<file path="src/rtl/cartesian_to_spherical_assert.svh">
// Assertion macros for the converter RTL.
// CTS_ASSERT_IMPL: same-cycle implication, CTS_ASSERT_NEXT: next-cycle implication.
`ifndef CARTESIAN_TO_SPHERICAL_ASSERT_SVH
`define CARTESIAN_TO_SPHERICAL_ASSERT_SVH

`define CTS_ASSERT_IMPL(label, clk, rst_n, ante, cons) \
	label: assert property (@(posedge clk) disable iff (!rst_n) (ante) |-> (cons)) \
		else $error("cartesian_to_spherical: assertion failed");

`define CTS_ASSERT_NEXT(label, clk, rst_n, ante, cons) \
	label: assert property (@(posedge clk) disable iff (!rst_n) (ante) |=> (cons)) \
		else $error("cartesian_to_spherical: assertion failed");

`endif

</file>
<file path="src/rtl/cts_pkg.sv">
`default_nettype none

package cts_pkg;

	// vector datapath: inputs times 2^14, headroom for CORDIC gain
	localparam int VW = 34;
	// angle accumulator, radians Q16
	localparam int AW = 20;
	// magnitude into gain correction, unsigned
	localparam int MW = 31;
	// 1/K in Q0.30
	localparam int KW = 30;
	localparam int PW = MW + KW;

	localparam logic [KW-1:0] KINV = 30'd652032874;
	localparam logic signed [AW-1:0] HALF_PI_Q16 = 20'sd102944;
	localparam logic signed [AW-1:0] PI_Q14_A = 20'sd51472;
	localparam logic signed [16:0] AZ_PI = 17'sd51472;
	localparam logic [15:0] POL_PI = 16'd51472;
	localparam logic [MW-1:0] RAD_MAX = 31'd65535;

	localparam int ATAN_ENTRIES = 17;
	localparam logic signed [AW-1:0] ATAN_TBL [ATAN_ENTRIES] = '{
		20'sd51472, 20'sd30386, 20'sd16055, 20'sd8150, 20'sd4091, 20'sd2047,
		20'sd1024, 20'sd512, 20'sd256, 20'sd128, 20'sd64, 20'sd32,
		20'sd16, 20'sd8, 20'sd4, 20'sd2, 20'sd1
	};

	// per-point data that rides along the pipeline
	typedef struct packed {
		logic              batch_end;
		logic              xy_zero;
		logic              all_zero;
		logic signed [15:0] z;
		logic signed [16:0] az;
		logic [15:0]       pol;
	} side_t;

	typedef struct packed {
		logic                valid;
		logic signed [VW-1:0] x;
		logic signed [VW-1:0] y;
		logic signed [AW-1:0] ang;
		side_t               side;
	} vec_t;

	typedef struct packed {
		logic          valid;
		logic [MW-1:0] mag;
		side_t         side;
	} mag_t;

	// atan(2^-step) in Q16, zero past the table
	function automatic logic signed [AW-1:0] atan_q16(input int step);
		logic [4:0] idx;
		idx = step[4:0];
		if (step < ATAN_ENTRIES) begin
			return ATAN_TBL[idx];
		end
		return '0;
	endfunction

endpackage

`default_nettype wire

</file>
<file path="src/rtl/cts_cordic_cell.sv">
`default_nettype none

module cts_cordic_cell #(
	parameter int STEP = 0
) (
	input  logic          clk,
	input  logic          arst_n,
	input  logic          en,
	input  cts_pkg::vec_t d,
	output cts_pkg::vec_t q
);
	import cts_pkg::*;

	localparam logic signed [AW-1:0] DA = atan_q16(STEP);

	logic                valid_q;
	logic signed [VW-1:0] x_q, y_q;
	logic signed [AW-1:0] ang_q;
	side_t               side_q;

	logic signed [VW-1:0] dx, dy;

	assign dx = d.y >>> STEP;
	assign dy = d.x >>> STEP;

	always_ff @(posedge clk or negedge arst_n) begin
		if (!arst_n) begin
			valid_q <= 1'b0;
		end else if (en) begin
			valid_q <= d.valid;
		end
	end

	// one vectoring micro-rotation, steering y toward zero
	always_ff @(posedge clk) begin
		if (en) begin
			if (d.y >= 0) begin
				x_q   <= d.x + dx;
				y_q   <= d.y - dy;
				ang_q <= d.ang + DA;
			end else begin
				x_q   <= d.x - dx;
				y_q   <= d.y + dy;
				ang_q <= d.ang - DA;
			end
			side_q <= d.side;
		end
	end

	assign q = '{valid: valid_q, x: x_q, y: y_q, ang: ang_q, side: side_q};

endmodule

`default_nettype wire

</file>
<file path="config.mk">
export PLATFORM = sky130hd
export DESIGN_NAME = cts_cordic_cell
export DESIGN_NICKNAME = d
export VERILOG_FILES = /design/src/rtl/cartesian_to_spherical_assert.svh /design/src/rtl/cts_pkg.sv /design/src/rtl/cts_cordic_cell.sv
export SDC_FILE = /design/constraint.sdc
export NUM_CORES = 1
export LEC_CHECK = 0
export ABC_AREA = 1
export BUFFER_PORTS_ARGS = -buffer_cell sky130_fd_sc_hd__buf_4
export CAP_MARGIN = 5
export CORE_UTILIZATION = 25
export DETAILED_ROUTE_END_ITERATION = 16
export PLACE_DENSITY = 0.5
export SYNTH_ARGS = -nofsm -noshare
export SYNTH_HDL_FRONTEND = slang
export SYNTH_SLANG_ARGS = --single-unit
</file>
<file path="constraint.sdc">
create_clock -name clk -period 1.5 [get_ports clk]
set_input_delay 0.3 -clock clk [delete_from_list [all_inputs] [get_ports clk]]
set_output_delay 0.3 -clock clk [all_outputs]
set_load 0.01 [all_outputs]
</file>
==> run metrics <==
status=complete, but fails checks; failing checks=setup timing; adder-cell share of the synthesized area=between 10% and 20%; clk_skew=0 ns; PwrDens=787.4 nW/um2; Clock Path Buffers=2; crit path DAT=1.94 ns; worst rel slew slack=just over 70%; number of flops mapped to enable cells by yosys=139; final setup vio count=56; # fillers=around 4600; post-synth cell types=between 40 and 50; sequential share of the synthesized area=34.59%; Post-Syn Instances=between 1500 and 2000; hpwl dp=around 42000 um; Congestion Overflow GR=0; GRT Total Usage=between 20% and 30%; Die W=around 220 um; Starting Density=about a quarter; routed via count=roughly 14000; portion of netlist area occupied by mux cells=less than 1%; Synth Area in Compound Gates=12.82%; capturing element type of the critical path=flip-flop; initial antenna violation count=0; DP Area=roughly 19000 um2; Placer Congestion=around 0.90; pin slew with the least headroom to its limit=roughly 0.4 ns; leakage power=approximately 11 nW; CTS tree=done; final worst slack=-0.2084 ns; synthesized area=approximately 12000 um2; Ant. Diodes=0; Startpoint Class=primary input; Post-synth ARST share=0.7143%; Area Overhead vs Synth=88.81%; total power=~18 mW; first-pass GRT wire length=79040 um; Wirelength per Cell=~17 um; nets@finish=roughly 2700; Final Cell Area=22920 um2; core region area=47850 um2; share of layout cells above drive strength 1=between 50% and 60%; CP max FO=8; input/output buffers=between 200 and 300; clock tree sinks=between 100 and 150; Peak VDD IR=~0.00093 V; XOR/XNOR Fraction of Synth Area=under 10%; Critical Path RT=around 1.7 ns; Via density=around 4.7; Clock Pin Slew Worst Setup and Hold Paths=~0.07 ns; DRC errors left=0; post-route antenna net violation count=0; min cycle time layout=1.708 ns; crit path kind=primary input to flip-flop; Synth Warn #=0; Synth Area in Simple Gates=28.06%; max-capacitance violation count=0; 1st-pass router iterations=5; Rows=80; Syn Nets=1929; num ports=285; CTS root buf=clkbuf_16; largest net degree at the start of global routing=61; f_max=~0.59 GHz; Skew-Pair Late Insertion Delay=between 0.4 and 0.5 ns; endpoints failing hold=0; most common flop cell mapped by yosys=edfxtp_1; final worst-path cycle share=113.9%; DIE AREA=49440 um2; Min-Delay Path Class=primary input to flip-flop; hold slack=around 0.055 ns; Synth Register Bits=140; height of the die=222.4 um; Num CTS Buffers=17; fin. max-slew vios=0; Avg Synthesized Cell Area=a little over 7 um2; Total Routed Length=approximately 53000 um; H-Tree Depth=4; main combinational cell family by area after synthesis=simple AND/OR/NAND/NOR gates; post-layout util=47.90%; unrepaired setup endpoints after global routing=yes; number of global-route vias before repair=about 14000; initial DRC count=812; pre-CTS setup slack=-0.9557 ns
==> placed cells by master (no fill, tap or decap), types with 39 or more instances in the layout <==
| cell type | netlist | routed |
|---|---|---|
| inv_1 | 228 | 146 |
| a21oi_2 | 0 | 45 |
| buf_6 | 1 | 58 |
| buf_4 | 10 | 599 |
| a21oi_1 | 132 | 58 |
| nand2_4 | 0 | 45 |
| nand3_1 | 146 | 111 |
| dlygate4sd3_1 | 0 | 57 |
| ha_1 | 103 | 58 |
| inv_2 | 2 | 45 |
| nand2_1 | 452 | 297 |
| edfxtp_1 | 139 | 139 |
| nor2_1 | 160 | 79 |
| nor2_4 | 1 | 53 |
| ha_4 | 0 | 39 |
| nand2_2 | 5 | 107 |
==> what timing repair did <==
action | 4_1_cts | 5_1_grt
endpoints found under the hold margin | 57 | 0
pin swaps | 121 | 151
buffers inserted | 34 | 36
endpoints found under the setup margin | 59 | 61
resized for setup | 325 | 278
hold buffers | 57 | 0
==> sequential cells by signal, summed over array words and instances (netlist names) <==
name and flops:
ang_q 20, q 52, valid_q 1, x_q 34, y_q 33
==> kinds of logic (layout without fill, tap and decap cells) <==
family | count (synthesis) | count (layout)
multiplexers | 5 | 5
flip-flops | 140 | 140
XOR/XNOR | 45 | 45
buffers and inverters | 278 | 1022
adder cells (fa/ha/maj) | 106 | 106
AO/OA/AOI/OAI | 285 | 285
AND/OR/NAND/NOR | 820 | 820
==> report_power, final <==
part / switching (mW) / total [mW] / internal, mW
registers: 0.163 / 5.05 / 4.89
clock network: 2.21 / 4.62 / 2.41
logic: 4.39 / 8.38 / 3.99
total: 6.76 / 18.0 / 11.3
==> Yosys cell counts (2+ instances only) <==
| cell | instances | area share, % |
|---|---|---|
| nand2_1 | 452 | 14 |
| inv_1 | 228 | 7.1 |
| nor2_1 | 160 | 4.9 |
| nand3_1 | 146 | 6.0 |
| edfxtp_1 | 139 | 34 |
| a21oi_1 | 132 | 5.4 |
| ha_1 | 103 | 11 |
| o21ai_0 | 99 | 4.1 |
| xor2_1 | 34 | 2.5 |
| buf_2 | 25 | 1.0 |
| nor3_1 | 18 | 0.74 |
| nand4_1 | 15 | 0.77 |
| o21bai_1 | 15 | 0.93 |
| a21o_1 | 13 | 0.80 |
| buf_4 | 10 | 0.62 |
| clkbuf_1 | 8 | 0.25 |
| o211ai_1 | 8 | 0.49 |
| or2_2 | 7 | 0.36 |
| xnor2_1 | 7 | 0.51 |
| nand2_2 | 5 | 0.26 |
| buf_1 | 4 | 0.12 |
| mux2i_1 | 4 | 0.33 |
| nor2_2 | 4 | 0.21 |
| nor4_1 | 4 | 0.21 |
| o22ai_1 | 4 | 0.21 |
| and2_1 | 3 | 0.15 |
| fa_1 | 3 | 0.49 |
| nand3b_1 | 3 | 0.19 |
| o31ai_1 | 3 | 0.19 |
| xor2_4 | 3 | 0.68 |
| a31oi_1 | 2 | 0.10 |
| inv_2 | 2 | 0.062 |
| o21a_1 | 2 | 0.12 |
| o21ai_1 | 2 | 0.082 |
| o21ai_2 | 2 | 0.14 |
==> worst paths after layout <==
kind	from	end	slack [ns]	depth (start not counted)
max reg2reg	valid_q	valid_q	0.74	1
min reg2reg	valid_q	valid_q	0.54	1
max	d[75]	y_q[6]	-0.21	11
max in group asynchronous	arst_n	valid_q	1.26	2
min	d[140]	valid_q	0.06	2
min in group asynchronous	arst_n	valid_q	0.16	2
==> layer usage <==
metal / vias to the layer above / global-route usage, % / routed length, um
met1: 6741 / 27.23 / 23760
li1: 6998 / - / -
met4: 2 / 6.563 / 1365
met3: 70 / 3.901 / 2641
met2: 422 / 35.07 / 24880
met5: - / 0 / 5
==> critical path: stages <==
cell,delay [ns]
buf_8,0.08
inv_4,0.03
ha_4,0.28
buf_6,0.14
a21oi_4,0.20
o211ai_1,0.21
buf_4,0.18
buf_4,0.12
or2_2,0.26
nand3_1,0.07
o21ai_1,0.07
==> metrics by stage <==
step | std cells | setup TNS [ns]
4_1_cts | 3005 | -4.964
5_1_grt | 3038 | -10.73
6_report | 3038 | -7.350
2_1_floorplan | 1679 | -18.31
3_3_place_gp | 2886 | -50.01
3_5_place_dp | 2886 | -51.26
==> final cells by class <==
type,count,area [um2],share of cell area (%)
Inverter,230,1011,4.411
Timing Repair Buffer,760,6551,28.58
Multi-Input combinational cell,1261,9767,42.61
Clock inverter,15,196.4,0.8571
Clock buffer,17,425.4,1.856
Tap cell,615,769.5,3.357
Sequential cell,140,4199,18.32
(Power assumes the default switching activity.)
