<file path="src/rtl/cartesian_to_spherical_assert.svh">
// Assertion macros for the converter RTL.
// CTS_ASSERT_IMPL: same-cycle implication, CTS_ASSERT_NEXT: next-cycle implication.
`ifndef CARTESIAN_TO_SPHERICAL_ASSERT_SVH
`define CARTESIAN_TO_SPHERICAL_ASSERT_SVH

`define CTS_ASSERT_IMPL(label, clk, rst_n, ante, cons) \
	label: assert property (@(posedge clk) disable iff (!rst_n) (ante) |-> (cons)) \
		else $error("cartesian_to_spherical: assertion failed");

`define CTS_ASSERT_NEXT(label, clk, rst_n, ante, cons) \
	label: assert property (@(posedge clk) disable iff (!rst_n) (ante) |=> (cons)) \
		else $error("cartesian_to_spherical: assertion failed");

`endif

</file>
<file path="src/rtl/cts_pkg.sv">
`default_nettype none

package cts_pkg;

	// vector datapath: inputs times 2^14, headroom for CORDIC gain
	localparam int VW = 34;
	// angle accumulator, radians Q16
	localparam int AW = 20;
	// magnitude into gain correction, unsigned
	localparam int MW = 31;
	// 1/K in Q0.30
	localparam int KW = 30;
	localparam int PW = MW + KW;

	localparam logic [KW-1:0] KINV = 30'd652032874;
	localparam logic signed [AW-1:0] HALF_PI_Q16 = 20'sd102944;
	localparam logic signed [AW-1:0] PI_Q14_A = 20'sd51472;
	localparam logic signed [16:0] AZ_PI = 17'sd51472;
	localparam logic [15:0] POL_PI = 16'd51472;
	localparam logic [MW-1:0] RAD_MAX = 31'd65535;

	localparam int ATAN_ENTRIES = 17;
	localparam logic signed [AW-1:0] ATAN_TBL [ATAN_ENTRIES] = '{
		20'sd51472, 20'sd30386, 20'sd16055, 20'sd8150, 20'sd4091, 20'sd2047,
		20'sd1024, 20'sd512, 20'sd256, 20'sd128, 20'sd64, 20'sd32,
		20'sd16, 20'sd8, 20'sd4, 20'sd2, 20'sd1
	};

	// per-point data that rides along the pipeline
	typedef struct packed {
		logic              batch_end;
		logic              xy_zero;
		logic              all_zero;
		logic signed [15:0] z;
		logic signed [16:0] az;
		logic [15:0]       pol;
	} side_t;

	typedef struct packed {
		logic                valid;
		logic signed [VW-1:0] x;
		logic signed [VW-1:0] y;
		logic signed [AW-1:0] ang;
		side_t               side;
	} vec_t;

	typedef struct packed {
		logic          valid;
		logic [MW-1:0] mag;
		side_t         side;
	} mag_t;

	// atan(2^-step) in Q16, zero past the table
	function automatic logic signed [AW-1:0] atan_q16(input int step);
		logic [4:0] idx;
		idx = step[4:0];
		if (step < ATAN_ENTRIES) begin
			return ATAN_TBL[idx];
		end
		return '0;
	endfunction

endpackage

`default_nettype wire

</file>
<file path="src/rtl/cts_prerot.sv">
`default_nettype none

module cts_prerot (
	input  logic                         clk,
	input  logic                         arst_n,
	input  logic                         en,
	input  logic                         valid,
	input  logic signed [cts_pkg::VW-1:0] x,
	input  logic signed [cts_pkg::VW-1:0] y,
	input  cts_pkg::side_t               side,
	output cts_pkg::vec_t                q
);
	import cts_pkg::*;

	logic                valid_q;
	logic signed [VW-1:0] x_q, y_q;
	logic signed [AW-1:0] ang_q;
	side_t               side_q;

	logic signed [VW-1:0] x_c, y_c;
	logic signed [AW-1:0] ang_c;

	// fold the left half plane into the right one
	always_comb begin
		x_c   = x;
		y_c   = y;
		ang_c = '0;
		if (x < 0) begin
			if (y >= 0) begin
				x_c   = y;
				y_c   = -x;
				ang_c = HALF_PI_Q16;
			end else begin
				x_c   = -y;
				y_c   = x;
				ang_c = -HALF_PI_Q16;
			end
		end
	end

	always_ff @(posedge clk or negedge arst_n) begin
		if (!arst_n) begin
			valid_q <= 1'b0;
		end else if (en) begin
			valid_q <= valid;
		end
	end

	always_ff @(posedge clk) begin
		if (en) begin
			x_q    <= x_c;
			y_q    <= y_c;
			ang_q  <= ang_c;
			side_q <= side;
		end
	end

	assign q = '{valid: valid_q, x: x_q, y: y_q, ang: ang_q, side: side_q};

endmodule

`default_nettype wire

</file>
<file path="config.mk">
export PLATFORM = sky130hd
export DESIGN_NAME = cts_prerot
export DESIGN_NICKNAME = d
export VERILOG_FILES = /design/src/rtl/cartesian_to_spherical_assert.svh /design/src/rtl/cts_pkg.sv /design/src/rtl/cts_prerot.sv
export SDC_FILE = /design/constraint.sdc
export NUM_CORES = 1
export LEC_CHECK = 0
export ABC_AREA = 1
export BUFFER_PORTS_ARGS = -buffer_cell sky130_fd_sc_hd__buf_2
export CAP_MARGIN = 10
export CORE_MARGIN = 2
export CORE_UTILIZATION = 25
export DETAILED_ROUTE_END_ITERATION = 10
export PLACE_DENSITY_LB_ADDON = 0.25
export SETUP_SLACK_MARGIN = 0.3
export SLEW_MARGIN = 20
export SYNTH_ARGS = -nofsm -noshare
export SYNTH_HDL_FRONTEND = slang
export SYNTH_SLANG_ARGS = --single-unit
</file>
<file path="constraint.sdc">
create_clock -name clk -period 1.1 [get_ports clk]
set_input_delay 0.22 -clock clk [delete_from_list [all_inputs] [get_ports clk]]
set_output_delay 0.22 -clock clk [all_outputs]
set_load 0.01 [all_outputs]
</file>
==> out/results.ini, run 1 <==
[final_layout]
area_growth_syn_to_layout_pct = 97.7
layout-drive-gt1-share = 0.615
fin_nets = 1431
post-route-util = 0.501

[clocking]
clk_root_buffer_cell = sky130_fd_sc_hd__clkbuf_16
max-clock-path-buffers = 2
clk_pin_slew_ns = 0.06
tritoncts_clock_tree = built
numCtsBuffers = 17
insertion_delay_ns = 0.42
cts_sinks = 124
htree_num_levels = 4

[setup_path]
path_class = register to output port
type_of_element_launching_the_critical_path = register
timing.reg2reg.setup_slack_ns = 0.37
worst_ep_arrival_time_ns = 1.08
worstReg2RegStart = valid_q
reg2reg_to = valid_q
timing.critical_path.fanout_max = 5
worstPathRequired_ns = 0.88
end_kind = output port
reg2reg_depth = 1

[power_and_ir_drop]
internal-power_mw = 11.1
sequentialPowerShare = 0.370
leakage_power_total_nw = 5.92
power_frac_clock = 0.386
power_switching_mw = 4.58
power.switching_fraction = 0.291
peakVddDrop_uv = 878
combinational_cell_fraction_of_total_power = 0.243
power_per_cell_area_mw_per_mm2 = 1170
post-layout-total-power_mw = 15.7

[yosys]
netlist_area_mm2 = 0.00681
yosysWarningCount = 0
mapped_cells = 783
synth_edf_count = 123
ys_seq_elements = 124
yosys.cell_types.count = 33
syn-mean-instance-area_um2 = 8.70
share_of_synthesized_registers_carrying_an_async_set_or_reset = 0.00806
ys_seq_area_frac = 0.546
ys.flop_type = sky130_fd_sc_hd__edfxtp_1

[detailed_routing]
route.detailed.wl_per_inst_um = 17.5
routed-via-count = 7422
via_density_per_instance = 4.47
violation_count_after_the_first_detailed_routing_iteration = 384
routed_wl_um = 29000
drtAntennaViolNets = 0
drt_first_pass_iters = 5
drt_drc_violations_left = 0

[sta]
count_of_final_max_slew_check_failures = 0
final.setup_skew_ns = 0
final-setup-viol-count = 142
count_of_endpoints_failing_hold_in_the_final_timing_report = 0
final.setup.worst_slack_ns = -0.200
post-route-period-util = 1.18
fmax_mhz = 769
finalSetupTns_ns = -8.78
rsz0062_at_grt = yes
timing.final.crit_period_ns = 1.30

[die]
std_cell_rows = 60
die-area_mm2 = 0.0286
pin_count = 265
core_mm2 = 0.0269
floorplan.die.width_um = 169
die_y_um = 169
floorplan.initialDensity = 0.253

[global_route]
track_usage = 0.195
grt_max_degree = 34
wire_length_of_the_first_global_routing_pass_um = 41700
globalRoute.totalOverflow = 0
antenna_found_initial = 2
number_of_global_route_vias_before_repair = 7223

[flow_run]
maxCapViolCount = 0

[hold_path]
min-delay-start = valid
min_to = valid_q
hp-class = input pin to register
worst_hold_depth = 2

[outcome]
status = complete, but fails checks
failing_checks = negative setup slack

[place]
placement.setup.worst_slack_ns = -0.631
placement.io_buffers = 259
routability_driven_placement_congestion_ratio = 0.900
place_hpwl_um = 21400

==> synth_stat cells, types with 3 or more instances <==
cell / count / share of area
sky130_fd_sc_hd__nor2_1: 90 / 0.050
sky130_fd_sc_hd__nand3b_1: 10 / 0.011
sky130_fd_sc_hd__o22ai_1: 7 / 0.0064
sky130_fd_sc_hd__nor2_2: 13 / 0.012
sky130_fd_sc_hd__edfxtp_1: 123 / 0.54
sky130_fd_sc_hd__nor2_4: 7 / 0.012
sky130_fd_sc_hd__buf_2: 7 / 0.0051
sky130_fd_sc_hd__o21ai_2: 3 / 0.0039
sky130_fd_sc_hd__clkbuf_1: 8 / 0.0044
sky130_fd_sc_hd__a21oi_1: 3 / 0.0022
sky130_fd_sc_hd__inv_1: 52 / 0.029
sky130_fd_sc_hd__o21ai_1: 13 / 0.0096
sky130_fd_sc_hd__o21ai_0: 36 / 0.026
sky130_fd_sc_hd__buf_6: 4 / 0.0066
sky130_fd_sc_hd__nand3_1: 86 / 0.063
sky130_fd_sc_hd__inv_2: 7 / 0.0039
sky130_fd_sc_hd__nand4_1: 4 / 0.0037
sky130_fd_sc_hd__nand2_2: 11 / 0.010
sky130_fd_sc_hd__buf_4: 20 / 0.022
sky130_fd_sc_hd__nand2_1: 255 / 0.14
sky130_fd_sc_hd__xor2_1: 8 / 0.010
==> power by group through the flow <==
stage | Clock, mW | Combinational (mW) | Sequential (mW)
finish | 6.07 | 3.82 | 5.82
global route | 6.40 | 4.07 | 5.85
global placement | 0 | 2.76 | 5.92
CTS | 6.25 | 3.52 | 5.82
detailed placement | 0 | 2.77 | 5.92
floorplan | 0 | 0.974 | 6.14
==> metal layers <==
metal / vias to the layer above / GRT usage / part of all wire
met5: - / 0 / 0
met1: 3489 / 0.262 / 0.45
li1: 3657 / - / -
met3: 21 / 0.0372 / 0.055
met2: 255 / 0.324 / 0.48
met4: 0 / 0.0531 / 0.013
==> cells by family after synthesis <==
logic type	count (synthesis)	synth area share
simple gates	481	0.312
flops	124	0.546
buf+inv	99	0.0713
compound gates	65	0.0520
xor+xnor	10	0.0129
fa+ha+maj	2	0.00367
other cells	1	0.000551
mux	1	0.00165
==> registers in the layout, summed over array words and instances, names as in the netlist <==
register  flops
ang_q         3
valid_q       1
y_q          34
x_q          34
q            52
==> what timing repair did <==
action,CTS,global route
pin swaps,152,125
setup buffers,31,23
gates cloned,3,0
hold endpoints to repair,53,0
hold buffers,53,0
resized for setup,348,159
setup endpoints to repair,200,202
==> worst max-delay path by stage <==
stage	from	slack [ns]	depth (start not counted)	to
after CTS	x_q[23]	-0.22	1	q[129]
after detailed placement	y[1]	-0.63	7	x_q[33]
after global placement	y[1]	-0.63	7	x_q[33]
after floorplan	x[0]	-0.15	9	y_q[18]
final	ang_q[18]	-0.20	2	q[63]
after global routing	ang_q[18]	-0.25	2	q[63]
==> per-stage QoR <==
stage,std cells,instance area [um^2],hold slack (ns)
after floorplan,787,7200,-0.0756
after global placement,1517,9930,-0.00433
after detailed placement,1517,9930,-0.00191
after CTS,1636,12700,0.00941
after global routing,1661,13500,0.0214
final,1661,13500,0.0327
==> worst max-delay path, stage by stage, from the launching register on <==
cell and delay, ns:
sky130_fd_sc_hd__edfxtp_1 0.37, sky130_fd_sc_hd__buf_2 0.16, sky130_fd_sc_hd__buf_2 0.14
==> area by class of cell <==
class | instances | area (um^2)
Timing Repair Buffer | 538 | 4290
Clock buffer | 18 | 429
Fill cell | 2490 | 13400
Tap cell | 341 | 427
Timing Repair inverter | 1 | 16.3
Antenna cell | 2 | 5.00
Sequential cell | 124 | 3720
Clock inverter | 14 | 185
Multi-Input combinational cell | 564 | 4080
Inverter | 59 | 312
==> cells in the final DEF, fill, tap and decap left out, types with 21 or more instances in the layout <==
master                          netlist  final
sky130_fd_sc_hd__nand2_1            255    173
sky130_fd_sc_hd__nand2_2             11     66
sky130_fd_sc_hd__nand3_2              0     53
sky130_fd_sc_hd__buf_2                7    217
sky130_fd_sc_hd__nand3_1             86     22
sky130_fd_sc_hd__nor2_4               7     60
sky130_fd_sc_hd__nor2_1              90     29
sky130_fd_sc_hd__edfxtp_1           123    123
sky130_fd_sc_hd__buf_4               20    152
sky130_fd_sc_hd__inv_1               52     43
sky130_fd_sc_hd__dlygate4sd3_1        0     53
sky130_fd_sc_hd__nor2_2              13     21
sky130_fd_sc_hd__buf_6                4     84
sky130_fd_sc_hd__o21ai_1             13     27
sky130_fd_sc_hd__nand2_4              2     23
Note: power is estimated with default switching activity, not from simulation.
==> run 2: changes to the inputs <==
- CORE_UTILIZATION: 25 -> 50
- CTS_CLUSTER_DIAMETER: default -> 40
==> run 2 against run 1 <==
  * The run now fails in global routing
  * Area after synthesis is the same
  * Synthesized cell count is the same
==> out/results.ini, run 2 <==
[global_route]
globalRoute.totalOverflow = 695
antenna_found_initial = 9
track_usage = 0.932
grt_max_degree = 35

[yosys]
ys_seq_elements = 124  ; unchanged
ys_seq_area_frac = 0.546  ; unchanged
synth_edf_count = 123  ; unchanged
syn-mean-instance-area_um2 = 8.70  ; unchanged
synth_top_cells_by_count = 255 x sky130_fd_sc_hd__nand2_1, 123 x sky130_fd_sc_hd__edfxtp_1, 90 x sky130_fd_sc_hd__nor2_1
yosys.cell_types.count = 33  ; unchanged
mapped_cells = 783  ; unchanged
yosysTopAreaCell = sky130_fd_sc_hd__edfxtp_1
yosysWarningCount = 0  ; unchanged
netlist.area_leader.share = 0.542  ; unchanged
share_of_synthesized_registers_carrying_an_async_set_or_reset = 0.00806  ; unchanged
ys.flop_type = sky130_fd_sc_hd__edfxtp_1
yosysMostFrequentCell = sky130_fd_sc_hd__nand2_1
synth_area_leaders = sky130_fd_sc_hd__edfxtp_1 54%, sky130_fd_sc_hd__nand2_1 14%, sky130_fd_sc_hd__nand3_1 6.3%
netlist_area_mm2 = 0.00681  ; unchanged

[clocking]
max-clock-path-buffers = 2  ; unchanged
numCtsBuffers = 17  ; unchanged
cts_sinks = 124  ; unchanged
clk_root_buffer_cell = sky130_fd_sc_hd__clkbuf_16
htree_num_levels = 4  ; unchanged

[place]
placement.setup.worst_slack_ns = -0.547  ; +0.0838 ns
place_hpwl_um = 18900  ; -12%
placement.io_buffers = 259  ; unchanged
placed_cells = 1340  ; -12%
routability_driven_placement_congestion_ratio = 0.947  ; +5.2%

[die]
std_cell_rows = 42  ; -30%
floorplan.die.width_um = 121  ; -29%
die_y_um = 121  ; -29%
floorplan.initialDensity = 0.512  ; +0.259
pin_count = 265  ; unchanged

[outcome]
status = aborted with a tool error
lastStage = global routing
run.stop_error = [ERROR GRT-0232] Routing congestion too high. Check the congestion heatmap in the GUI.

[sta]
worst_endpoint_kind = top-level output
grt_repair_worst_endpoint = q[59]

==> run 2: timing repair <==
item | 4_1_cts
endpoints found under the hold margin | 52
gates resized for setup | 290
setup endpoints to repair | 200
gates cloned | 2
pin swaps | 146
setup buffers | 31
hold buffers | 52
==> run 2: metal layers <==
layer	track usage	overflow
met1	0.854	7
met3	0.744	1
met4	1.10	218
met2	1.15	469
met5	0.246	0
==> run 2: kinds of logic after synthesis <==
group                      share of synthesized area
AOI/OAI and AO/OA                             0.0520
xor gates and xnor gates                      0.0129
adders and majority gates                    0.00367
buffers and inverters                         0.0713
DFF                                            0.546
muxes                                        0.00165
other                                       0.000551
and+or+nand+nor                                0.312
==> run 2: through the flow <==
step | area [um^2] | util | TNS [ns] | hold slack [ns]
2_1_floorplan | 7200 | - | -3.63 | -0.0756
3_3_place_gp | 9620 | 0.724 | -24.95 | -0.00367
3_5_place_dp | 9620 | 0.724 | -26.54 | -0.00142
4_1_cts | 12100 | 0.912 | -9.62 | 0.00992
==> run 3: changes to the inputs <==
- CORE_UTILIZATION: 50 -> 35
- CTS_CLUSTER_DIAMETER: 40 -> default
- PLACE_DENSITY_LB_ADDON: 0.25 -> 0.15
- SETUP_SLACK_MARGIN: 0.3 -> default
==> run 3 against run 2 <==
  * The flow now finishes, with violations (negative setup slack)
==> out/results.ini, run 3 (synthesis results as in run 1) <==
[outcome]
status = complete, but fails checks
failing_checks = negative setup slack

[final_layout]
largest_register_ff_count = 52
post-route-cell-area_mm2 = 0.0116
layout.filler_cells = 1735
seqCellArea_mm2 = 0.00372
area_growth_syn_to_layout_pct = 69.8
final_cells = 1516
fin_nets = 1363
multi_input_comb_area_mm2 = 0.00327
layout_commonest_cell = sky130_fd_sc_hd__buf_2
mostFrequentLayoutCells = 246 x sky130_fd_sc_hd__buf_2, 226 x sky130_fd_sc_hd__nand2_1, 141 x sky130_fd_sc_hd__buf_4
layout-drive-gt1-share = 0.492

[setup_path]
cpLargestDelayFamily = flip-flops
timing.critical_path.fanout_max = 1
worstReg2RegStart = valid_q
cpMaxStageDelayCell = sky130_fd_sc_hd__edfxtp_1
path_class = register to output port
crit_chain = buf_2
worst_ep_arrival_time_ns = 1.08
type_of_element_launching_the_critical_path = register
cp_num_buf_inv = 1
cpPeakStageDelay_ns = 0.48
worstPathRequired_ns = 0.88
startpoint = y_q[11]
end_kind = output port

[clocking]
max-clock-path-buffers = 2  ; unchanged
htree_num_levels = 4  ; unchanged
numCtsBuffers = 17  ; unchanged
clk_pin_slew_ns = 0.06
tritoncts_clock_tree = built
insertion_delay_ns = 0.42
clk_root_buffer_cell = sky130_fd_sc_hd__clkbuf_16
cts_sinks = 124  ; unchanged

[power_and_ir_drop]
internal-power_mw = 11.2
combinational_cell_fraction_of_total_power = 0.203
power_per_cell_area_mw_per_mm2 = 1330
power_switching_mw = 4.18
power_frac_clock = 0.418
leakage_power_total_nw = 5.20
power.switching_fraction = 0.272
peakVddDrop_uv = 929
sequentialPowerShare = 0.379

[die]
floorplan.initialDensity = 0.353  ; -0.159
die_y_um = 143  ; +19%
pin_count = 265  ; unchanged
floorplan.die.width_um = 143  ; +19%
std_cell_rows = 51  ; +21%
die-area_mm2 = 0.0206
core_mm2 = 0.0193

[sta]
finalSetupTns_ns = -9.06
fmax_mhz = 767
count_of_final_max_slew_check_failures = 0
final.setup.worst_slack_ns = -0.204
timing.final.crit_period_ns = 1.30
final-setup-viol-count = 136
rsz0062_at_grt = yes
final.setup_skew_ns = 0
post-route-period-util = 1.19
count_of_endpoints_failing_hold_in_the_final_timing_report = 0

[detailed_routing]
drt_drc_violations_left = 0
via_density_per_instance = 4.67
drt_first_pass_iters = 5
routed_wl_um = 25600
routed-via-count = 7079
route.detailed.wl_per_inst_um = 16.9
drtAntennaViolNets = 0
violation_count_after_the_first_detailed_routing_iteration = 438

[global_route]
number_of_global_route_vias_before_repair = 6485
wire_length_of_the_first_global_routing_pass_um = 35700
track_usage = 0.235
grt_max_degree = 48
globalRoute.totalOverflow = 0
antenna_found_initial = 2

[hold_path]
hp-class = input pin to register
min-delay-start = valid

[place]
placement.io_buffers = 259  ; unchanged
place_hpwl_um = 19400  ; +2.8%
placement.cell_area_mm2 = 0.00967  ; +0.46%
placed_cells = 1419  ; +5.9%
routability_driven_placement_congestion_ratio = 0.900  ; -5.0%

[flow_run]
maxCapViolCount = 0

## run 3: final timing paths
path                       depth (start not counted)  slack [ns]      end
max                                                1       -0.20    q[83]
min                                                2        0.04  valid_q
max reg2reg                                        1        0.37  valid_q
min reg2reg                                        1        0.50  valid_q
max in group asynchronous                          2        0.91  valid_q
min in group asynchronous                          2        0.11  valid_q
## run 3: what timing repair did
item	CTS	global route
endpoints found under the setup margin	161	182
endpoints found under the hold margin	53	0
pin swaps	12	52
setup buffers	4	7
hold buffers	53	0
cloned	0	2
resized for setup	32	137
## run 3: layer usage
metal / routed length (um) / share of wire / vias up / track usage
met4: 445 / 0.017 / 2 / 0.0614
met3: 1820 / 0.071 / 39 / 0.0490
met2: 12300 / 0.48 / 273 / 0.399
met1: 11000 / 0.43 / 3259 / 0.307
met5: 13 / 0.00051 / - / 0
li1: - / - / 3506 / -
## run 3: through the flow
step	total power [mW]	utilization	hold WS, ns	setup slack, ns
2_1_floorplan	7.06	-	-0.0756	-0.147
5_1_grt	15.9	0.600	0.0281	-0.259
4_1_cts	15.2	0.572	0.0229	-0.215
3_5_place_dp	8.58	0.502	-0.00323	-0.621
3_3_place_gp	8.56	0.502	-0.00512	-0.648
6_report	15.4	0.600	0.0413	-0.204
## run 3: cell type report
| type | instances | share of cell area |
|---|---|---|
| Sequential cell | 124 | 0.322 |
| Timing Repair Buffer | 470 | 0.283 |
| Multi-Input combinational cell | 564 | 0.283 |
| Clock buffer | 18 | 0.0371 |
| Tap cell | 265 | 0.0287 |
| Inverter | 59 | 0.0252 |
| Clock inverter | 14 | 0.0199 |
| Timing Repair inverter | 1 | 0.000974 |
| Antenna cell | 1 | 0.000216 |
## run 3: power groups by stage
stage	Sequential [mW]	Combinational (mW)	Clock [mW]
2_1_floorplan	6.14	0.919	0
3_3_place_gp	5.92	2.64	0
3_5_place_dp	5.92	2.66	0
4_1_cts	5.82	2.89	6.51
5_1_grt	5.86	3.36	6.69
6_report	5.82	3.12	6.41
