--- config.mk ---
export PLATFORM = sky130hd
export DESIGN_NAME = cts_gain
export DESIGN_NICKNAME = d
export VERILOG_FILES = /design/src/rtl/cartesian_to_spherical_assert.svh /design/src/rtl/cts_pkg.sv /design/src/rtl/cts_gain.sv
export SDC_FILE = /design/constraint.sdc
export NUM_CORES = 1
export LEC_CHECK = 0
export ABC_CLOCK_PERIOD_IN_PS = 2100
export BUFFER_PORTS_ARGS = -buffer_cell sky130_fd_sc_hd__buf_2
export CAP_MARGIN = 15
export CELL_PAD_IN_SITES_DETAIL_PLACEMENT = 0
export CELL_PAD_IN_SITES_GLOBAL_PLACEMENT = 1
export CORE_MARGIN = 2
export CORE_UTILIZATION = 26
export DETAILED_ROUTE_END_ITERATION = 10
export PLACE_DENSITY = 0.52
export SYNTH_ARGS = -nofsm -noshare
export SYNTH_HDL_FRONTEND = slang
export SYNTH_SLANG_ARGS = --single-unit
--- constraint.sdc ---
create_clock -name clk -period 2.1 [get_ports clk]
set_input_delay 0.315 -clock clk [delete_from_list [all_inputs] [get_ports clk]]
set_output_delay 0.315 -clock clk [all_outputs]
set_load 0.01 [all_outputs]
--- src/rtl/cartesian_to_spherical_assert.svh ---
// Assertion macros for the converter RTL.
// CTS_ASSERT_IMPL: same-cycle implication, CTS_ASSERT_NEXT: next-cycle implication.
`ifndef CARTESIAN_TO_SPHERICAL_ASSERT_SVH
`define CARTESIAN_TO_SPHERICAL_ASSERT_SVH

`define CTS_ASSERT_IMPL(label, clk, rst_n, ante, cons) \
	label: assert property (@(posedge clk) disable iff (!rst_n) (ante) |-> (cons)) \
		else $error("cartesian_to_spherical: assertion failed");

`define CTS_ASSERT_NEXT(label, clk, rst_n, ante, cons) \
	label: assert property (@(posedge clk) disable iff (!rst_n) (ante) |=> (cons)) \
		else $error("cartesian_to_spherical: assertion failed");

`endif

--- src/rtl/cts_pkg.sv ---
`default_nettype none

package cts_pkg;

	// vector datapath: inputs times 2^14, headroom for CORDIC gain
	localparam int VW = 34;
	// angle accumulator, radians Q16
	localparam int AW = 20;
	// magnitude into gain correction, unsigned
	localparam int MW = 31;
	// 1/K in Q0.30
	localparam int KW = 30;
	localparam int PW = MW + KW;

	localparam logic [KW-1:0] KINV = 30'd652032874;
	localparam logic signed [AW-1:0] HALF_PI_Q16 = 20'sd102944;
	localparam logic signed [AW-1:0] PI_Q14_A = 20'sd51472;
	localparam logic signed [16:0] AZ_PI = 17'sd51472;
	localparam logic [15:0] POL_PI = 16'd51472;
	localparam logic [MW-1:0] RAD_MAX = 31'd65535;

	localparam int ATAN_ENTRIES = 17;
	localparam logic signed [AW-1:0] ATAN_TBL [ATAN_ENTRIES] = '{
		20'sd51472, 20'sd30386, 20'sd16055, 20'sd8150, 20'sd4091, 20'sd2047,
		20'sd1024, 20'sd512, 20'sd256, 20'sd128, 20'sd64, 20'sd32,
		20'sd16, 20'sd8, 20'sd4, 20'sd2, 20'sd1
	};

	// per-point data that rides along the pipeline
	typedef struct packed {
		logic              batch_end;
		logic              xy_zero;
		logic              all_zero;
		logic signed [15:0] z;
		logic signed [16:0] az;
		logic [15:0]       pol;
	} side_t;

	typedef struct packed {
		logic                valid;
		logic signed [VW-1:0] x;
		logic signed [VW-1:0] y;
		logic signed [AW-1:0] ang;
		side_t               side;
	} vec_t;

	typedef struct packed {
		logic          valid;
		logic [MW-1:0] mag;
		side_t         side;
	} mag_t;

	// atan(2^-step) in Q16, zero past the table
	function automatic logic signed [AW-1:0] atan_q16(input int step);
		logic [4:0] idx;
		idx = step[4:0];
		if (step < ATAN_ENTRIES) begin
			return ATAN_TBL[idx];
		end
		return '0;
	endfunction

endpackage

`default_nettype wire

--- src/rtl/cts_gain.sv ---
`default_nettype none

module cts_gain #(
	parameter int SHIFT = 30
) (
	input  logic          clk,
	input  logic          arst_n,
	input  logic          en,
	input  cts_pkg::mag_t d,
	output cts_pkg::mag_t q
);
	import cts_pkg::*;

	localparam logic [PW:0] ROUND = (PW+1)'(1) << (SHIFT - 1);

	logic          valid_s1, valid_s2;
	logic [PW-1:0] prod_s1;
	side_t         side_s1, side_s2;
	logic [MW-1:0] mag_s2;

	logic [PW-1:0] prod_c;
	logic [PW:0]   sum_c;
	logic [PW:0]   shifted_c;

	assign prod_c    = PW'(d.mag) * PW'(KINV);
	assign sum_c     = {1'b0, prod_s1} + ROUND;
	assign shifted_c = sum_c >> SHIFT;

	always_ff @(posedge clk or negedge arst_n) begin
		if (!arst_n) begin
			valid_s1 <= 1'b0;
			valid_s2 <= 1'b0;
		end else if (en) begin
			valid_s1 <= d.valid;
			valid_s2 <= valid_s1;
		end
	end

	// multiply by 1/K, then round off the fraction
	always_ff @(posedge clk) begin
		if (en) begin
			prod_s1 <= prod_c;
			side_s1 <= d.side;
			mag_s2  <= shifted_c[MW-1:0];
			side_s2 <= side_s1;
		end
	end

	assign q = '{valid: valid_s2, mag: mag_s2, side: side_s2};

endmodule

`default_nettype wire

==> impl_metrics.prom, run 1 <==
# TYPE chip_impl_metric gauge
chip_impl_metric{name="path_clk_slew",unit="ns"} 0.07
chip_impl_info{name="critical_path_class",value="input port to flip-flop"} 1
chip_impl_metric{name="timing.critical_path.fanout_max",unit=""} 5
chip_impl_metric{name="route.detailed.vias_per_inst",unit=""} 4.152
chip_impl_metric{name="cp.required",unit="ns"} 2.26
chip_impl_metric{name="route.detailed.wl_per_inst",unit="µm"} 17.75
chip_impl_metric{name="synth_enable_flop_cells",unit=""} 167
chip_impl_metric{name="core",unit="µm²"} 88510
chip_impl_info{name="layout.cells.most_common",value="sky130_fd_sc_hd__inv_1"} 1
chip_impl_info{name="ctsRootBufferMaster",value="sky130_fd_sc_hd__clkbuf_16"} 1
chip_impl_metric{name="ant_nets",unit=""} 0
chip_impl_metric{name="syn_area_per_cell",unit="µm²"} 11.61
chip_impl_metric{name="drt-total-wl",unit="µm"} 66720
chip_impl_metric{name="globalplace.congestion",unit=""} 0.8924
chip_impl_metric{name="layout_worst_path_cycle_share",unit="%"} 312.7
chip_impl_metric{name="final_worst_setup_slack",unit="ns"} -4.466
chip_impl_metric{name="std_cell_rows",unit=""} 109
chip_impl_metric{name="hpwlAfterDp",unit="µm"} 61030
chip_impl_metric{name="synth.top_cell.area_share",unit="%"} 37.95
chip_impl_metric{name="grt_pass1_wl",unit="µm"} 102800
chip_impl_metric{name="antenna_found_initial",unit=""} 6
chip_impl_info{name="min-delay-path-class",value="input port to flip-flop"} 1
chip_impl_metric{name="htree_levels",unit=""} 4
chip_impl_metric{name="fin_hold_ws",unit="ns"} 0.06754
chip_impl_info{name="cp_common_cell",value="sky130_fd_sc_hd__fa_1"} 1
chip_impl_info{name="rsz0062_at_grt",value="true"} 1
chip_impl_metric{name="synth_sequential_area_ratio",unit="%"} 21.77
chip_impl_metric{name="cts_buf_count",unit=""} 17
chip_impl_info{name="post-synth-top-area-cell",value="sky130_fd_sc_hd__fa_1"} 1
chip_impl_metric{name="met2WireLength",unit="µm"} 32140
chip_impl_info{name="failed_checks",value="setup timing"} 1
chip_impl_info{name="most_frequent_cells_in_the_layout",value="sky130_fd_sc_hd__inv_1, sky130_fd_sc_hd__fa_1, sky130_fd_sc_hd__buf_4"} 1
chip_impl_metric{name="synth-async-reset-ratio",unit="%"} 1.183
chip_impl_metric{name="fraction_of_final_layout_cells_sized_beyond_drive_strength_1",unit="%"} 28.43
chip_impl_metric{name="synth.yosys.warnings",unit=""} 0
chip_impl_metric{name="die_area",unit="µm²"} 91880
chip_impl_info{name="top_layer",value="met5"} 1
chip_impl_metric{name="setup_total_negative_slack",unit="ns"} -135.51
chip_impl_metric{name="grt_max_degree",unit=""} 53
chip_impl_metric{name="drv.max_cap_violation_count",unit=""} 0
chip_impl_metric{name="max-clock-path-buffers",unit=""} 2
chip_impl_metric{name="syn_inst",unit=""} 2004
chip_impl_metric{name="grt_overflow",unit=""} 0
chip_impl_metric{name="hold_viol_final",unit=""} 0
chip_impl_metric{name="clock_latency",unit="ns"} 0.42
chip_impl_metric{name="mappedNetlistArea",unit="µm²"} 23260
chip_impl_info{name="tritoncts",value="built"} 1
chip_impl_info{name="top_post_synthesis_cells_by_area",value="sky130_fd_sc_hd__fa_1, sky130_fd_sc_hd__edfxtp_1, sky130_fd_sc_hd__ha_1"} 1
chip_impl_metric{name="final_core_util",unit="%"} 33.91
chip_impl_metric{name="io_pins",unit=""} 171
chip_impl_metric{name="cts.sinks",unit=""} 169
chip_impl_metric{name="arrival",unit="ns"} 6.72
chip_impl_metric{name="cp.buffers_inverters",unit=""} 8
chip_impl_metric{name="port_buffers",unit=""} 170
chip_impl_metric{name="via_count",unit=""} 15610
chip_impl_metric{name="nets",unit=""} 3456
chip_impl_metric{name="finClkSkew",unit="ns"} 0.009255
chip_impl_metric{name="worst_path_largest_cell_delay",unit="ns"} 0.56
chip_impl_metric{name="drt-met1-wl",unit="µm"} 31740
chip_impl_info{name="status",value="finished, violations left"} 1
chip_impl_metric{name="drc",unit=""} 0
chip_impl_metric{name="report.final.slew_viol_count",unit=""} 0
chip_impl_metric{name="die_y",unit="µm"} 303.1
chip_impl_metric{name="drt_iter0_markers",unit=""} 554
chip_impl_metric{name="tightest_slew",unit="ns"} 0.4454
chip_impl_info{name="synth_flop_cell",value="sky130_fd_sc_hd__edfxtp_1"} 1
chip_impl_info{name="worst_setup_path_end_kind",value="flip-flop"} 1
chip_impl_info{name="crit_path_start_kind",value="input port"} 1
chip_impl_metric{name="initial_utilization",unit="%"} 26.28
chip_impl_metric{name="drt_pass1_iterations",unit=""} 4
chip_impl_metric{name="timing.max_slew.rel_slack",unit="%"} 70.31
chip_impl_info{name="crit_slowest_cell",value="sky130_fd_sc_hd__fa_1"} 1
chip_impl_metric{name="synth.ff_latch_count",unit=""} 169
chip_impl_metric{name="number_of_global_route_vias_before_repair",unit=""} 17580
chip_impl_metric{name="grt_use_total",unit="%"} 14.84
chip_impl_metric{name="area_delta_synth_final",unit="%"} 29.02
chip_impl_info{name="worst_path_dominant_cell_family",value="adder cells"} 1
chip_impl_metric{name="die_width",unit="µm"} 303.1
chip_impl_metric{name="met3_length",unit="µm"} 1846
chip_impl_metric{name="timing.fmax",unit="MHz"} 152.3
chip_impl_metric{name="mappedNetlistNets",unit=""} 2881
chip_impl_metric{name="synth.lib_cells_used.distinct",unit=""} 60
chip_impl_metric{name="final.min_clock_period",unit="ns"} 6.566
chip_impl_metric{name="finalSetupViolations",unit=""} 32
==> sequential cells by signal, summed over array words and instances (netlist names) <==
register and count:
valid_s2 1, prod_s1 32, q 52, mag_s2 31, side_s1 52, valid_s1 1
==> per-stage QoR <==
stage	cells	instance area, µm²	setup slack, ns
floorplan	2004	23520	-4.327
global placement	3700	28660	-5.123
detailed placement	3700	28660	-5.160
CTS	3751	29850	-4.440
global route	3759	30010	-4.622
finish	3759	30010	-4.466
==> cells by family (layout without fill, tap and decap cells) <==
| logic type | after synthesis | after routing | synth area share (%) |
|---|---|---|---|
| other | 0 | 2 | 0 |
| and+or+nand+nor | 188 | 188 | 3.910 |
| DFF | 169 | 169 | 21.77 |
| adders and majority gates | 790 | 790 | 56.72 |
| buffers and inverters | 616 | 1204 | 9.966 |
| xor gates and xnor gates | 62 | 62 | 2.334 |
| muxes | 3 | 3 | 0.1452 |
| AOI/OAI and AO/OA | 176 | 176 | 5.153 |
==> worst register-to-register path, delay by kind of cell, from the launching register on <==
| family | cells | cell delay, ns |
|---|---|---|
| simple gates | 5 | 0.96 |
| flops | 1 | 0.38 |
| fa+ha+maj | 1 | 0.20 |
| xor+xnor | 1 | 0.14 |
==> final cells by class <==
class	instances	area, µm²
Multi-Input combinational cell	1219	16560
Tap cell	1165	1458
Inverter	600	2290
Clock buffer	18	429.2
Clock inverter	14	148.9
Sequential cell	169	5065
Fill cell	9002	58500
Timing Repair Buffer	572	4061
Antenna cell	2	5.005
==> per-layer routing <==
| layer | vias to the layer above | global-route usage, % |
|---|---|---|
| li1 | 7456 | - |
| met1 | 7904 | 20.91 |
| met2 | 191 | 24.95 |
| met3 | 50 | 1.585 |
| met4 | 8 | 2.545 |
| met5 | - | 0 |
==> cells in the mapped netlist, drive strengths merged (3+ instances only) <==
library cell,count
a21oi,66
xor2,22
a211oi,6
a221o,3
o21ai,37
clkbuf,13
ha,349
nor4,5
edfxtp,167
a21o,12
nand2,70
nor2b,5
o21bai,12
mux2,3
o21ba,3
nand2b,4
inv,600
nor3,7
o211ai,3
a31oi,5
o21a,7
fa,441
o31ai,4
nor2,33
buf,3
a22oi,3
and3,10
xnor2,40
and4,4
nand4,20
nand3,22
==> repair_timing <==
| action | 4_1_cts | 5_1_grt |
|---|---|---|
| pin swaps | 51 | 25 |
| gates resized for setup | 103 | 24 |
| hold buffers | 1 | 0 |
| endpoints found under the setup margin | 35 | 36 |
| cloned | 0 | 0 |
| endpoints found under the hold margin | 2 | 0 |
| setup buffers | 19 | 10 |
==> final timing paths <==
path	from	endpoint	slack [ns]	depth (start not counted)
max in group asynchronous	arst_n	valid_s1	1.79	2
worst min register to register	side_s1[39]	q[39]	0.42	0
worst min-delay path	d[45]	side_s1[45]	0.07	1
worst max-delay path	d[58]	prod_s1[54]	-4.47	25
worst max register to register	prod_s1[30]	mag_s2[17]	0.18	7
min in group asynchronous	arst_n	valid_s2	0.21	2
Power of run 1 is left out: the tool's default activity adds up to more than one toggle a clock period on the data nets, which glitch-free logic cannot reach.
==> run 2: changes to the inputs <==
- PLACE_DENSITY: 0.52 -> default
- PLACE_DENSITY_LB_ADDON: default -> 0.1
==> impl_metrics.prom, run 2 (same netlist as run 1, synthesis figures left out) <==
# TYPE chip_impl_metric gauge
chip_impl_metric{name="post-place-ws",unit="ns"} -5.019
chip_impl_metric{name="fill_cell_count",unit=""} 8974
chip_impl_metric{name="drt_pass1_iterations",unit=""} 4
chip_impl_metric{name="globalplace.congestion",unit=""} 0.8855
chip_impl_metric{name="final.min_clock_period",unit="ns"} 6.415
chip_impl_metric{name="antennaDiodeCount",unit=""} 0
chip_impl_metric{name="worstRegToRegCells",unit=""} 7
chip_impl_metric{name="tightest_slew",unit="ns"} 0.4487
chip_impl_info{name="worst_setup_path_end_kind",value="flip-flop"} 1
chip_impl_metric{name="route.detailed.wl_per_inst",unit="µm"} 19.13
chip_impl_metric{name="finClkSkew",unit="ns"} 0.01169
chip_impl_metric{name="htree_levels",unit=""} 4
chip_impl_metric{name="worst_path_largest_cell_delay",unit="ns"} 0.55
chip_impl_metric{name="die_width",unit="µm"} 303.1
chip_impl_metric{name="core",unit="µm²"} 88510
chip_impl_metric{name="timing.hold.worst_path_depth",unit=""} 1
chip_impl_metric{name="nets",unit=""} 3472
chip_impl_metric{name="route.detailed.vias_per_inst",unit=""} 4.165
chip_impl_metric{name="antenna_found_initial",unit=""} 0
chip_impl_metric{name="io_pins",unit=""} 171
chip_impl_metric{name="cp.buffers_inverters",unit=""} 8
chip_impl_metric{name="crit_cells",unit=""} 24
chip_impl_metric{name="timing.max_slew.rel_slack",unit="%"} 70.09
chip_impl_metric{name="timing.critical_path.fanout_max",unit=""} 4
chip_impl_info{name="status",value="finished, violations left"} 1
chip_impl_metric{name="max-clock-path-buffers",unit=""} 2
chip_impl_metric{name="arrival",unit="ns"} 6.58
chip_impl_metric{name="initial_utilization",unit="%"} 26.28
chip_impl_metric{name="drc",unit=""} 0
chip_impl_metric{name="hpwlAfterDp",unit="µm"} 66270
chip_impl_info{name="worst_path_dominant_cell_family",value="adder cells"} 1
chip_impl_metric{name="report.final.slew_viol_count",unit=""} 0
chip_impl_metric{name="drt_iter0_markers",unit=""} 609
chip_impl_metric{name="number_of_global_route_vias_before_repair",unit=""} 17980
chip_impl_info{name="ctsRootBufferMaster",value="sky130_fd_sc_hd__clkbuf_16"} 1
chip_impl_metric{name="area_taken_by_flip_flops_and_latches",unit="µm²"} 5065
chip_impl_info{name="critical_path_class",value="input port to flip-flop"} 1
chip_impl_metric{name="cts_buf_count",unit=""} 17
chip_impl_metric{name="drv.max_cap_violation_count",unit=""} 0
chip_impl_info{name="tritoncts",value="built"} 1
chip_impl_metric{name="grt_pass1_wl",unit="µm"} 110300
chip_impl_metric{name="grt_max_degree",unit=""} 56
chip_impl_metric{name="fraction_of_final_layout_cells_sized_beyond_drive_strength_1",unit="%"} 31.94
chip_impl_metric{name="die_y",unit="µm"} 303.1
chip_impl_metric{name="multi_input_area",unit="µm²"} 17020
chip_impl_info{name="crit_path_start_kind",value="input port"} 1
chip_impl_info{name="layout.cells.most_common",value="sky130_fd_sc_hd__inv_1"} 1
chip_impl_metric{name="timing.fmax",unit="MHz"} 155.9
chip_impl_metric{name="final_worst_setup_slack",unit="ns"} -4.315
chip_impl_info{name="rsz0062_at_grt",value="true"} 1
chip_impl_metric{name="cp.required",unit="ns"} 2.26
chip_impl_metric{name="via_count",unit=""} 15710
chip_impl_metric{name="cts.sinks",unit=""} 169
chip_impl_info{name="failed_checks",value="setup timing"} 1
chip_impl_info{name="most_frequent_cells_in_the_layout",value="sky130_fd_sc_hd__inv_1, sky130_fd_sc_hd__fa_1, sky130_fd_sc_hd__buf_4"} 1
chip_impl_metric{name="grt_overflow",unit=""} 0
chip_impl_metric{name="clock_latency",unit="ns"} 0.43
chip_impl_metric{name="layout_worst_path_cycle_share",unit="%"} 305.5
chip_impl_info{name="min-delay-path-class",value="input port to flip-flop"} 1
chip_impl_metric{name="port_buffers",unit=""} 170
chip_impl_metric{name="std_cell_rows",unit=""} 109
chip_impl_info{name="cp_common_cell",value="sky130_fd_sc_hd__fa_1"} 1
chip_impl_metric{name="area_delta_synth_final",unit="%"} 32.27
chip_impl_info{name="timing.critical_path.cells",value="buf_8 -> clkinvlp_4 -> fa_1 -> fa_1 -> inv_2 -> fa_1 -> inv_2 -> fa_1 -> inv_2 -> fa_1 -> fa_1 -> fa_1 -> inv_1 -> fa_1 -> inv_2 -> ha_4 -> and2_4 -> nand2_4 -> or3_4 -> o21ba_4 -> o21ai_4 -> a31oi_4 -> buf_4 -> xnor2_2"} 1
chip_impl_info{name="crit_slowest_cell",value="sky130_fd_sc_hd__fa_1"} 1
chip_impl_metric{name="finalSetupViolations",unit=""} 32
chip_impl_metric{name="fin_hold_ws",unit="ns"} 0.05913
chip_impl_metric{name="drt-total-wl",unit="µm"} 72170
chip_impl_metric{name="hold_viol_final",unit=""} 0
chip_impl_metric{name="grt_use_total",unit="%"} 16.24
chip_impl_metric{name="ant_nets",unit=""} 0
chip_impl_metric{name="die_area",unit="µm²"} 91880
chip_impl_metric{name="setup_total_negative_slack",unit="ns"} -130.76
chip_impl_metric{name="path_clk_slew",unit="ns"} 0.07
-- run 2: changes by cell type in the layout (fill, tap and decap cells not counted), moves of 5 or more --
cell / delta
sky130_fd_sc_hd__buf_8: +5
sky130_fd_sc_hd__ha_1: -22
sky130_fd_sc_hd__fa_2: +16
sky130_fd_sc_hd__buf_2: -6
sky130_fd_sc_hd__buf_6: +8
sky130_fd_sc_hd__inv_1: -15
sky130_fd_sc_hd__buf_4: +6
sky130_fd_sc_hd__inv_2: +14
sky130_fd_sc_hd__xnor2_1: -5
sky130_fd_sc_hd__fa_1: -16
sky130_fd_sc_hd__bufinv_16: +5
sky130_fd_sc_hd__ha_2: +5
sky130_fd_sc_hd__nand2_1: -5
sky130_fd_sc_hd__ha_4: +17
-- run 2: final timing paths --
check	from	to	slack [ns]
setup / recovery	d[59]	prod_s1[46]	-4.31
hold / removal	d[18]	side_s1[18]	0.06
setup reg to reg	prod_s1[29]	mag_s2[28]	0.18
hold reg to reg	side_s1[30]	q[30]	0.41
max in group asynchronous	arst_n	valid_s1	1.80
min in group asynchronous	arst_n	valid_s2	0.21
-- run 2: what timing repair did --
action | in CTS | in global routing
pin swaps | 73 | 81
endpoints found under the hold margin | 2 | 0
endpoints found under the setup margin | 32 | 32
hold buffers | 1 | 0
gates resized for setup | 166 | 90
setup buffers | 22 | 14
-- run 2: layout make-up --
class	count	share of cell area (%)
multi-input combinational	1219	55.31
sequential	169	16.46
timing repair buffer	588	13.86
inverter	600	7.453
tap	1165	4.737
clock buffer	17	1.383
clock inverter	15	0.8010
-- run 2: worst reg2reg max path: stages (launching register included) --
cell and delay (ns):
sky130_fd_sc_hd__edfxtp_1 0.37, sky130_fd_sc_hd__and4_1 0.24, sky130_fd_sc_hd__nand4_1 0.17, sky130_fd_sc_hd__nor4_1 0.35, sky130_fd_sc_hd__buf_4 0.18, sky130_fd_sc_hd__nand2b_1 0.12
sky130_fd_sc_hd__nor2_1 0.15, sky130_fd_sc_hd__xor2_1 0.09
-- run 2: routing by layer --
metal  GRT usage (%)  vias to the layer above  share of wire, %
li1                -                     7490                 -
met1           22.20                     8018                46
met4           2.311                        0               1.2
met3           2.392                       36               3.2
met5               0                        -                 0
met2           27.81                      169                50
-- run 2: metrics by stage --
stage          instances  utilization (%)  area [µm²]
4_1_cts             3761            34.24       30300
3_3_place_gp        3707            32.41       28690
3_5_place_dp        3707            32.41       28690
2_1_floorplan       2004                -       23520
6_report            3773            34.76       30770
5_1_grt             3773            34.76       30770
Power of run 2 is left out for the same reason.
